===== src/sv/mrs_pkg.sv =====
// ============================================================================
// mrs_pkg
// Shared types and constants for the message receive session block.
// ============================================================================
`default_nettype none

package mrs_pkg;

    // text store
    localparam int BUF_CHARS  = 32;
    localparam int BUF_IDX_W  = (BUF_CHARS > 1) ? $clog2(BUF_CHARS) : 1;
    localparam int BUF_CNT_W  = $clog2(BUF_CHARS + 1);

    // queue between front and back
    localparam int QUEUE_DEPTH = 2;
    localparam int QUEUE_IDX_W = (QUEUE_DEPTH > 1) ? $clog2(QUEUE_DEPTH) : 1;
    localparam int QUEUE_CNT_W = $clog2(QUEUE_DEPTH + 1);

    // configuration
    localparam int CFG_IDX_W  = 2;
    localparam int CFG_DATA_W = 20;
    localparam logic [CFG_IDX_W-1:0] CFG_TIMEOUT_TICKS = 2'd0;
    localparam logic [CFG_IDX_W-1:0] CFG_OWN_ADDRESS   = 2'd1;
    localparam logic [19:0] TIMEOUT_TICKS_RESET = 20'd3000;
    localparam logic [15:0] OWN_ADDRESS_RESET   = 16'd0;

    // command codes on the input side
    localparam logic [2:0] CMD_BEGIN    = 3'd0;
    localparam logic [2:0] CMD_PARAM    = 3'd1;
    localparam logic [2:0] CMD_END      = 3'd2;
    localparam logic [2:0] CMD_CONTINUE = 3'd3;
    localparam logic [2:0] CMD_CHECKSUM = 3'd4;
    localparam logic [2:0] CMD_TICK     = 3'd5;

    typedef enum logic [2:0] {
        OP_BEGIN    = 3'd0,
        OP_PARAM    = 3'd1,
        OP_END      = 3'd2,
        OP_CONTINUE = 3'd3,
        OP_CHECKSUM = 3'd4,
        OP_TICK     = 3'd5
    } op_t;

    typedef enum logic [2:0] {
        RK_READY   = 3'd0,
        RK_BUSY    = 3'd1,
        RK_WRONG   = 3'd2,
        RK_TIMEOUT = 3'd3,
        RK_HEADER  = 3'd4,
        RK_CHAR    = 3'd5
    } reply_kind_t;

    typedef struct packed {
        logic [2:0]  cmd;
        logic [15:0] caller_address;
        logic [15:0] char_code;
        logic [16:0] expected_checksum;
    } req_item_t;

    typedef struct packed {
        logic [2:0]  reply_kind;
        logic [15:0] peer_address;
        logic [16:0] reply_value;
        logic [15:0] device_address;
        logic        last_of_run;
    } rsp_item_t;

    // classified operation: argument is caller address, character code or expected checksum
    typedef struct packed {
        op_t         op;
        logic [16:0] arg;
    } op_item_t;

    typedef struct packed {
        logic [19:0] timeout_ticks;
        logic [15:0] own_address;
    } cfg_regs_t;

endpackage

`default_nettype wire


===== src/sv/message_receive_session.sv =====
// ============================================================================
// message_receive_session
// Receiver session for a text message protocol: begin, continue, checksum,
// end and timer handling with replies on a result queue.
// ============================================================================
// Request items are taken one per cycle into a two-entry operation queue as
// long as full is low; unused command codes are accepted and dropped. The
// session engine behind it completes begin, param, continue, checksum and
// tick as each is taken, provided the result register is free. An end item
// loads a header, then, for each of the min(count, 32) stored characters,
// reads the text store into a register and emits the character. Results
// wait in a single output register until popped. Configuration writes are
// always ready and take effect at once.
`default_nettype none

module message_receive_session (
    input  wire                                 clk,
    input  wire                                 rst_n,
    input  wire                                 push,
    output logic                                full,
    input  wire  mrs_pkg::req_item_t            req,
    output logic                                empty,
    input  wire                                 pop,
    output mrs_pkg::rsp_item_t                  rsp,
    input  wire                                 cfg_valid,
    output logic                                cfg_ready,
    input  wire  [mrs_pkg::CFG_IDX_W-1:0]       cfg_index,
    input  wire  [mrs_pkg::CFG_DATA_W-1:0]      cfg_data
);

    mrs_pkg::cfg_regs_t   cfg_reg;
    mrs_pkg::op_item_t    fq_item, qb_item;
    logic                 fq_push, q_full, q_valid, q_pop;

    assign cfg_ready = 1'b1;

    always_ff @(posedge clk or negedge rst_n)
    begin
        if (!rst_n)
        begin
            cfg_reg.timeout_ticks <= mrs_pkg::TIMEOUT_TICKS_RESET;
            cfg_reg.own_address   <= mrs_pkg::OWN_ADDRESS_RESET;
        end
        else if (cfg_valid && cfg_ready)
        begin
            case (cfg_index)
                mrs_pkg::CFG_TIMEOUT_TICKS: cfg_reg.timeout_ticks <= cfg_data[19:0];
                mrs_pkg::CFG_OWN_ADDRESS:   cfg_reg.own_address   <= cfg_data[15:0];
                default:
                begin
                end
            endcase
        end
    end

    mrs_front u_front (
        .req    (req),
        .push   (push),
        .full   (full),
        .q_full (q_full),
        .q_push (fq_push),
        .q_item (fq_item)
    );

    mrs_queue u_queue (
        .clk       (clk),
        .rst_n     (rst_n),
        .push      (fq_push),
        .push_item (fq_item),
        .full      (q_full),
        .pop       (q_pop),
        .valid     (q_valid),
        .pop_item  (qb_item)
    );

    mrs_back u_back (
        .clk     (clk),
        .rst_n   (rst_n),
        .cfg     (cfg_reg),
        .q_valid (q_valid),
        .q_item  (qb_item),
        .q_pop   (q_pop),
        .empty   (empty),
        .pop     (pop),
        .rsp     (rsp)
    );

endmodule

`default_nettype wire


===== src/sv/mrs_front.sv =====
// ============================================================================
// mrs_front
// Takes request items, decodes the command and picks its argument field.
// ============================================================================
`default_nettype none

module mrs_front (
    input  wire  mrs_pkg::req_item_t req,
    input  wire                      push,
    output logic                     full,
    input  wire                      q_full,
    output logic                     q_push,
    output mrs_pkg::op_item_t        q_item
);

    logic known;

    always_comb
    begin
        known      = 1'b1;
        q_item.op  = mrs_pkg::OP_PARAM;
        q_item.arg = '0;
        unique case (req.cmd)
            mrs_pkg::CMD_BEGIN:
            begin
                q_item.op  = mrs_pkg::OP_BEGIN;
                q_item.arg = {1'b0, req.caller_address};
            end
            mrs_pkg::CMD_PARAM:
            begin
                q_item.op = mrs_pkg::OP_PARAM;
            end
            mrs_pkg::CMD_END:
            begin
                q_item.op = mrs_pkg::OP_END;
            end
            mrs_pkg::CMD_CONTINUE:
            begin
                q_item.op  = mrs_pkg::OP_CONTINUE;
                q_item.arg = {1'b0, req.char_code};
            end
            mrs_pkg::CMD_CHECKSUM:
            begin
                q_item.op  = mrs_pkg::OP_CHECKSUM;
                q_item.arg = req.expected_checksum;
            end
            mrs_pkg::CMD_TICK:
            begin
                q_item.op = mrs_pkg::OP_TICK;
            end
            default:
            begin
                known = 1'b0;   // unused codes are dropped
            end
        endcase
    end

    assign full   = q_full;
    assign q_push = push && !q_full && known;

endmodule

`default_nettype wire


===== src/sv/mrs_queue.sv =====
// ============================================================================
// mrs_queue
// Short FIFO of classified operations between front and back.
// ============================================================================
`default_nettype none

module mrs_queue (
    input  wire                      clk,
    input  wire                      rst_n,
    input  wire                      push,
    input  wire  mrs_pkg::op_item_t  push_item,
    output logic                     full,
    input  wire                      pop,
    output logic                     valid,
    output mrs_pkg::op_item_t        pop_item
);

    mrs_pkg::op_item_t                  slot_reg [mrs_pkg::QUEUE_DEPTH];
    logic [mrs_pkg::QUEUE_IDX_W-1:0]    wr_ptr_reg, wr_ptr_next;
    logic [mrs_pkg::QUEUE_IDX_W-1:0]    rd_ptr_reg, rd_ptr_next;
    logic [mrs_pkg::QUEUE_CNT_W-1:0]    count_reg, count_next;
    logic                               do_push, do_pop;

    assign full     = (count_reg == mrs_pkg::QUEUE_CNT_W'(mrs_pkg::QUEUE_DEPTH));
    assign valid    = (count_reg != '0);
    assign pop_item = slot_reg[rd_ptr_reg];
    assign do_push  = push && !full;
    assign do_pop   = pop && valid;

    always_comb
    begin
        wr_ptr_next = wr_ptr_reg;
        rd_ptr_next = rd_ptr_reg;
        count_next  = count_reg;
        if (do_push)
        begin
            wr_ptr_next = (wr_ptr_reg == mrs_pkg::QUEUE_IDX_W'(mrs_pkg::QUEUE_DEPTH - 1))
                        ? '0 : wr_ptr_reg + 1'b1;
        end
        if (do_pop)
        begin
            rd_ptr_next = (rd_ptr_reg == mrs_pkg::QUEUE_IDX_W'(mrs_pkg::QUEUE_DEPTH - 1))
                        ? '0 : rd_ptr_reg + 1'b1;
        end
        if (do_push && !do_pop)
        begin
            count_next = count_reg + 1'b1;
        end
        else if (do_pop && !do_push)
        begin
            count_next = count_reg - 1'b1;
        end
    end

    always_ff @(posedge clk or negedge rst_n)
    begin
        if (!rst_n)
        begin
            wr_ptr_reg <= '0;
            rd_ptr_reg <= '0;
            count_reg  <= '0;
        end
        else
        begin
            wr_ptr_reg <= wr_ptr_next;
            rd_ptr_reg <= rd_ptr_next;
            count_reg  <= count_next;
        end
    end

    always_ff @(posedge clk)
    begin
        if (do_push)
        begin
            slot_reg[wr_ptr_reg] <= push_item;
        end
    end

    a_count_bound: assert property (@(posedge clk) disable iff (!rst_n)
        count_reg <= mrs_pkg::QUEUE_CNT_W'(mrs_pkg::QUEUE_DEPTH))
        else $error("queue count beyond depth");

endmodule

`default_nettype wire


===== src/sv/mrs_back.sv =====
// ============================================================================
// mrs_back
// Session engine: state, checksum, timer, text store and result register.
// ============================================================================
`default_nettype none

module mrs_back (
    input  wire                      clk,
    input  wire                      rst_n,
    input  wire  mrs_pkg::cfg_regs_t cfg,
    input  wire                      q_valid,
    input  wire  mrs_pkg::op_item_t  q_item,
    output logic                     q_pop,
    output logic                     empty,
    input  wire                      pop,
    output mrs_pkg::rsp_item_t       rsp
);

    typedef enum logic [2:0] {
        S_IDLE = 3'b001,
        S_READ = 3'b010,
        S_EMIT = 3'b100
    } state_t;

    state_t                           state_reg, state_next;
    logic                             active_reg, active_next;
    logic [15:0]                      peer_reg, peer_next;
    logic [15:0]                      count_reg, count_next;
    logic [7:0]                       bsum_reg, bsum_next;
    logic [7:0]                       psum_reg, psum_next;
    logic                             armed_reg, armed_next;
    logic [19:0]                      ticks_reg, ticks_next;
    logic [mrs_pkg::BUF_CNT_W-1:0]    drain_len_reg, drain_len_next;
    logic [mrs_pkg::BUF_CNT_W-1:0]    drain_idx_reg, drain_idx_next;
    logic [15:0]                      drain_peer_reg, drain_peer_next;
    logic                             out_valid_reg, out_valid_next;
    mrs_pkg::rsp_item_t               out_reg, out_next;

    logic [15:0]                      text_mem [mrs_pkg::BUF_CHARS];
    logic [15:0]                      rd_data_reg;

    logic                             out_free, take_op, out_load, store_wr;
    logic [mrs_pkg::BUF_CNT_W-1:0]    stored;
    logic [mrs_pkg::BUF_CNT_W-1:0]    idx_inc;
    logic [7:0]                       bs1, ps1, bs2, chk1, chk2;

    assign out_free = !out_valid_reg || pop;
    assign take_op  = (state_reg == S_IDLE) && q_valid && out_free;
    assign q_pop    = take_op;
    assign empty    = !out_valid_reg;
    assign rsp      = out_reg;
    assign store_wr = take_op && (q_item.op == mrs_pkg::OP_CONTINUE)
                    && (count_reg < 16'(mrs_pkg::BUF_CHARS));

    assign stored  = (count_reg < 16'(mrs_pkg::BUF_CHARS))
                   ? count_reg[mrs_pkg::BUF_CNT_W-1:0]
                   : mrs_pkg::BUF_CNT_W'(mrs_pkg::BUF_CHARS);
    assign idx_inc = drain_idx_reg + 1'b1;

    // two bytes per character, high byte first
    assign bs1  = bsum_reg + q_item.arg[15:8];
    assign ps1  = psum_reg + bs1;
    assign bs2  = bs1 + q_item.arg[7:0];
    assign chk2 = bsum_reg + 8'd1;
    assign chk1 = psum_reg + {count_reg[6:0], 1'b0};

    always_comb
    begin
        state_next      = state_reg;
        active_next     = active_reg;
        peer_next       = peer_reg;
        count_next      = count_reg;
        bsum_next       = bsum_reg;
        psum_next       = psum_reg;
        armed_next      = armed_reg;
        ticks_next      = ticks_reg;
        drain_len_next  = drain_len_reg;
        drain_idx_next  = drain_idx_reg;
        drain_peer_next = drain_peer_reg;
        out_load        = 1'b0;
        out_next        = out_reg;
        out_next.device_address = cfg.own_address;

        unique case (state_reg)
            S_IDLE:
            begin
                if (take_op)
                begin
                    unique case (q_item.op)
                        mrs_pkg::OP_BEGIN:
                        begin
                            out_load              = 1'b1;
                            out_next.peer_address = q_item.arg[15:0];
                            out_next.reply_value  = '0;
                            out_next.last_of_run  = 1'b1;
                            if (!active_reg)
                            begin
                                out_next.reply_kind = mrs_pkg::RK_READY;
                                active_next         = 1'b1;
                                peer_next           = q_item.arg[15:0];
                                armed_next          = 1'b1;
                                ticks_next          = cfg.timeout_ticks;
                            end
                            else
                            begin
                                out_next.reply_kind = mrs_pkg::RK_BUSY;
                            end
                        end
                        mrs_pkg::OP_PARAM:
                        begin
                            armed_next = 1'b1;
                            ticks_next = cfg.timeout_ticks;
                        end
                        mrs_pkg::OP_END:
                        begin
                            out_load              = 1'b1;
                            out_next.reply_kind   = mrs_pkg::RK_HEADER;
                            out_next.peer_address = peer_reg;
                            out_next.reply_value  = {1'b0, count_reg};
                            out_next.last_of_run  = (stored == '0);
                            drain_len_next        = stored;
                            drain_idx_next        = '0;
                            drain_peer_next       = peer_reg;
                            if (stored != '0)
                            begin
                                state_next = S_READ;
                            end
                            active_next = 1'b0;
                            peer_next   = '0;
                            count_next  = '0;
                            bsum_next   = '0;
                            psum_next   = '0;
                            armed_next  = 1'b0;
                            ticks_next  = '0;
                        end
                        mrs_pkg::OP_CONTINUE:
                        begin
                            if (count_reg != 16'hFFFF)
                            begin
                                count_next = count_reg + 16'd1;
                            end
                            bsum_next  = bs2;
                            psum_next  = ps1 + bs2;
                            armed_next = 1'b1;
                            ticks_next = cfg.timeout_ticks;
                        end
                        mrs_pkg::OP_CHECKSUM:
                        begin
                            if ({1'b0, chk1, chk2} != q_item.arg)
                            begin
                                out_load              = 1'b1;
                                out_next.reply_kind   = mrs_pkg::RK_WRONG;
                                out_next.peer_address = peer_reg;
                                out_next.reply_value  = q_item.arg;
                                out_next.last_of_run  = 1'b1;
                                active_next = 1'b0;
                                peer_next   = '0;
                                count_next  = '0;
                                bsum_next   = '0;
                                psum_next   = '0;
                                armed_next  = 1'b0;
                                ticks_next  = '0;
                            end
                            else
                            begin
                                armed_next = 1'b1;
                                ticks_next = cfg.timeout_ticks;
                            end
                        end
                        mrs_pkg::OP_TICK:
                        begin
                            if (armed_reg)
                            begin
                                if (ticks_reg <= 20'd1)
                                begin
                                    out_load              = 1'b1;
                                    out_next.reply_kind   = mrs_pkg::RK_TIMEOUT;
                                    out_next.peer_address = peer_reg;
                                    out_next.reply_value  = {1'b0, count_reg};
                                    out_next.last_of_run  = 1'b1;
                                    active_next = 1'b0;
                                    peer_next   = '0;
                                    count_next  = '0;
                                    bsum_next   = '0;
                                    psum_next   = '0;
                                    armed_next  = 1'b0;
                                    ticks_next  = '0;
                                end
                                else
                                begin
                                    ticks_next = ticks_reg - 20'd1;
                                end
                            end
                        end
                        default:
                        begin
                        end
                    endcase
                end
            end
            S_READ:
            begin
                state_next = S_EMIT;
            end
            S_EMIT:
            begin
                if (out_free)
                begin
                    out_load              = 1'b1;
                    out_next.reply_kind   = mrs_pkg::RK_CHAR;
                    out_next.peer_address = drain_peer_reg;
                    out_next.reply_value  = {1'b0, rd_data_reg};
                    out_next.last_of_run  = (idx_inc == drain_len_reg);
                    drain_idx_next        = idx_inc;
                    state_next            = (idx_inc == drain_len_reg) ? S_IDLE : S_READ;
                end
            end
            default:
            begin
                state_next = S_IDLE;
            end
        endcase

        if (out_load)
        begin
            out_valid_next = 1'b1;
        end
        else if (pop && out_valid_reg)
        begin
            out_valid_next = 1'b0;
        end
        else
        begin
            out_valid_next = out_valid_reg;
        end
    end

    always_ff @(posedge clk or negedge rst_n)
    begin
        if (!rst_n)
        begin
            state_reg      <= S_IDLE;
            active_reg     <= 1'b0;
            peer_reg       <= '0;
            count_reg      <= '0;
            bsum_reg       <= '0;
            psum_reg       <= '0;
            armed_reg      <= 1'b0;
            ticks_reg      <= '0;
            drain_len_reg  <= '0;
            drain_idx_reg  <= '0;
            out_valid_reg  <= 1'b0;
        end
        else
        begin
            state_reg      <= state_next;
            active_reg     <= active_next;
            peer_reg       <= peer_next;
            count_reg      <= count_next;
            bsum_reg       <= bsum_next;
            psum_reg       <= psum_next;
            armed_reg      <= armed_next;
            ticks_reg      <= ticks_next;
            drain_len_reg  <= drain_len_next;
            drain_idx_reg  <= drain_idx_next;
            out_valid_reg  <= out_valid_next;
        end
    end

    always_ff @(posedge clk)
    begin
        drain_peer_reg <= drain_peer_next;
        if (out_load)
        begin
            out_reg <= out_next;
        end
    end

    always_ff @(posedge clk)
    begin
        if (store_wr)
        begin
            text_mem[count_reg[mrs_pkg::BUF_IDX_W-1:0]] <= q_item.arg[15:0];
        end
        if (state_reg == S_READ)
        begin
            rd_data_reg <= text_mem[drain_idx_reg[mrs_pkg::BUF_IDX_W-1:0]];
        end
    end

    a_drain_in_range: assert property (@(posedge clk) disable iff (!rst_n)
        (state_reg != S_IDLE) |-> (drain_idx_reg < drain_len_reg))
        else $error("drain index past stored characters");

    a_empty_sums: assert property (@(posedge clk) disable iff (!rst_n)
        (count_reg == '0) |-> (bsum_reg == '0 && psum_reg == '0))
        else $error("checksum sums set with no characters");

    a_timer_disarmed: assert property (@(posedge clk) disable iff (!rst_n)
        !armed_reg |-> (ticks_reg == '0))
        else $error("ticks left while timer disarmed");

endmodule

`default_nettype wire


===== config.mk =====
export PLATFORM = sky130hd
export DESIGN_NAME = message_receive_session
export DESIGN_NICKNAME = d
export VERILOG_FILES = /design/src/sv/mrs_pkg.sv /design/src/sv/message_receive_session.sv /design/src/sv/mrs_front.sv /design/src/sv/mrs_queue.sv /design/src/sv/mrs_back.sv
export SDC_FILE = /design/constraint.sdc
export NUM_CORES = 1
export LEC_CHECK = 0
export ABC_CLOCK_PERIOD_IN_PS = 5800
export BUFFER_PORTS_ARGS = -buffer_cell sky130_fd_sc_hd__buf_2
export CORE_MARGIN = 1
export CORE_UTILIZATION = 60
export DETAILED_ROUTE_END_ITERATION = 6
export GPL_TIMING_DRIVEN = 1
export PLACE_DENSITY = 0.78
export SYNTH_ARGS = -nofsm -noshare
export SYNTH_HDL_FRONTEND = slang
export SYNTH_SLANG_ARGS = --single-unit
export TNS_END_PERCENT = 30

===== constraint.sdc =====
create_clock -name clk -period 5.8 [get_ports clk]
set_input_delay 0.87 -clock clk [delete_from_list [all_inputs] [get_ports clk]]
set_output_delay 0.87 -clock clk [all_outputs]
set_load 0.1 [all_outputs]

==> impl_metrics.tcl <==
set metrics [dict create \
    status "complete, no violations" \
    path_class "flip-flop to flip-flop" \
    synth_compound_area_share_pct 5.71 \
    max_cap_viol_count 0 \
    finalWorstSetupSlack_ps 696 \
    synth-edff-count 637 \
    period_share_pct 88.0 \
    die_y_um 234 \
    crit_slowest_cell "dfrtp_1" \
    startpoint "u_queue.rd_ptr_reg" \
    clk_latency_ps 620 \
    dr.pass1.iters 6 \
    synthTopCellsByCount "edfxtp_1, mux4_2, nor2_1" \
    worst_slew_pin_slew_ps 1280 \
    drv_slew 0 \
    synthMuxAreaShare_pct 14.9 \
    critical_path.endpoint_type "flip-flop" \
    cpLargestDelayFamily "adder cells" \
    setup-violations-final 0 \
    rsz0062_at_grt "false" \
    start_util_pct 61.0 \
    crit_top_cell "ha_1" \
    layout.nets 2173 \
    detail-route-antenna-nets 0 \
    io_pins 135 \
    hold_path.class "primary input to async pin" \
    crit_required_ps 6350 \
    syn-num-nets 2001 \
    synth-main-ff-cell "edfxtp_1" \
    cp_data_arrival_time_ps 5650 \
    cts_resized 0 \
    dp_hpwl_mm 44.1 \
    min_period_ps 5100 \
    synth_top_family_by_area "multiplexers" \
    postSynthCellCount 1877 \
    dr_wl_met2_mm 38.4 \
    grt_pass1_wl_mm 113 \
    row_count 84 \
    routedLengthMet1_mm 29.0 \
    coreArea_mm2 0.0528 \
    synthDistinctLibCells 73 \
    grt_pass1_vias 18200 \
    postCtsHoldBufs 0 \
    synthTopCellsByArea "edfxtp_1, mux4_2, dfrtp_1" \
    crit_buf_inv 0 \
    timing.fmax_mhz 196 \
    max-slew-margin-rel_pct 14.0 \
    yosys.area_share.xor_xnor_pct 1.44 \
    largest_register_ffs 512 \
    post-cts-setup-buffers 0 \
    yosys.area_share.simple_pct 5.15 \
    yosysWarnings 0 \
    area_growth_pct 12.4 \
    drive_above_1_share_pct 26.5 \
    cts_max_path_buffers 3 \
    synthMostInstantiatedCell "edfxtp_1" \
    critPathLaunchType "flip-flop" \
    wl_per_cell_um 27.4 \
    wl_met3_mm 6.37 \
    track_usage_pct 28.8 \
    power_density_mw_per_mm2 502 \
    postSynth.asyncResetShare_pct 16.5 \
    ys_seq_elements 763 \
    p_leak_nw 12.5 \
    pre_cts_slack_ps 711 \
    tns_ps 0 \
    yosysTopAreaCellShare_pct 59.5 \
    via_per_inst 6.50 \
    path_depth 17 \
    synth_largest_area_cell "edfxtp_1" \
    fp.dieW_um 234 \
    numCtsBuffers 74 \
    reg2reg_from "u_queue.rd_ptr_reg" \
    synthAdderAreaFrac_pct 1.98 \
    skew_ps 23.2 \
    hold_viol_final 0 \
    regToRegSetupSlack_ps 700 \
    wl_mm 76.4 \
    syn_area_mm2 0.0322 \
    grt_max_degree 78 \
    path_cells "mux2_2 > ha_1 > fa_1 > xor2_1 > ha_1 > nor2b_1 > o21ai_0 > a21boi_0 > nor2_1 > fa_1 > ha_1 > a21o_1 > a2111o_1 > o311ai_0 > xnor3_1 > o221ai_1 > a22o_1" \
    io_buffers 133 \
    clk_transition_reported_paths_ps 60 \
    peakVddDrop_mv 0.519 \
    worstReg2RegEnd "u_back.psum_reg[7]" \
    antenna_found_initial 0 \
    grt_overflow 0 \
    syn_area_per_cell_um2 17.1 \
    cp_max_fo 6 \
    ys_seq_area_share_pct 69.3 \
    top_layer_used "met4" \
    worstSetupEndpoint "u_back.psum_reg[7]" \
    drc 0 \
    cts_tree "yes" \
    dieArea_mm2 0.0545 \
    cts_max_level 3 \
    drt_iter0_drc 2016 \
    reg2reg_depth 17 \
    cts_root_buf "clkbuf_16" \
    num_vias 18100 \
    gp_congestion 0.865 \
    max_stage_delay_ps 470 \
    cts.sinks 763 \
]
## cell usage in the layout, fill, tap and decap left out, types with 23 or more instances in the layout
| cell | count |
|---|---|
| edfxtp_1 | 637 |
| a21oi_1 | 57 |
| xor2_1 | 23 |
| mux4_2 | 160 |
| mux2i_1 | 37 |
| xnor2_1 | 23 |
| buf_2 | 132 |
| nor2_1 | 138 |
| ha_1 | 35 |
| buf_4 | 53 |
| nor3_1 | 24 |
| inv_1 | 26 |
| dfrtp_1 | 114 |
| mux2_2 | 66 |
| o21ai_0 | 62 |
| nand2_1 | 92 |
| clkbuf_16 | 74 |
| a22o_1 | 32 |
## per-layer routing
layer | track usage (%) | vias up
met5 | 0 | -
met4 | 10.2 | 0
met3 | 5.99 | 151
met2 | 48.1 | 932
met1 | 37.8 | 9292
li1 | - | 7771
## worst min-delay path by stage
stage / start / to / slack [ps]
after floorplan: cfg_reg[9] / u_back.rsp[10] / 420
after global placement: cfg_reg[6] / u_back.rsp[7] / 430
after detailed placement: cfg_reg[8] / u_back.rsp[9] / 430
after CTS: rst_n / u_back.ticks_reg[4] / 410
after global routing: cfg_reg[10] / u_back.rsp[11] / 450
final: rst_n / cfg_reg[31] / 410
## kinds of logic after synthesis
kind of cell	Yosys count
buffers and inverters	119
other	1
muxes	267
DFF	763
AOI/OAI and AO/OA	273
xor gates and xnor gates	49
and+or+nand+nor	360
adders and majority gates	45
## power breakdown
group | internal, W | switching (W) | total (W)
Combinational | 0.00191 | 0.00415 | 0.00607
Clock | 0.00275 | 0.00201 | 0.00476
Sequential | 0.00698 | 0.000347 | 0.00733
Total | 0.0116 | 0.00651 | 0.0182
## metrics by stage
stage | power, W | area (um2) | hold slack, ps | std cells | utilization [%]
after floorplan | 0.0120 | 32200 | 419 | 1877 | -
after global placement | 0.0132 | 33800 | 426 | 2661 | 64.0
after detailed placement | 0.0134 | 33800 | 428 | 2661 | 64.0
after CTS | 0.0181 | 36200 | 414 | 2790 | 68.5
after global routing | 0.0189 | 36200 | 446 | 2790 | 68.5
final | 0.0182 | 36200 | 406 | 2791 | 68.5
## worst reg2reg max path, stage by stage (launching register included)
cell      delay, ps
dfrtp_1         470
mux2_2          380
ha_1            230
fa_1            430
xor2_1          300
ha_1            330
nor2b_1         140
o21ai_0         200
a21boi_0        150
nor2_1          210
fa_1            450
ha_1            350
a21o_1          220
a2111o_1        420
o311ai_0        140
xnor3_1         300
o221ai_1        160
a22o_1          150
## layout make-up
class | instances | area, um2
Fill cell | 3307 | 16600
Clock inverter | 32 | 407
Antenna cell | 1 | 2.50
Clock buffer | 97 | 1960
Multi-Input combinational cell | 995 | 9410
Inverter | 27 | 101
Tap cell | 688 | 861
Sequential cell | 763 | 22300
Timing Repair Buffer | 188 | 1120
No activity file was read; power rests on OpenSTA's default activity.
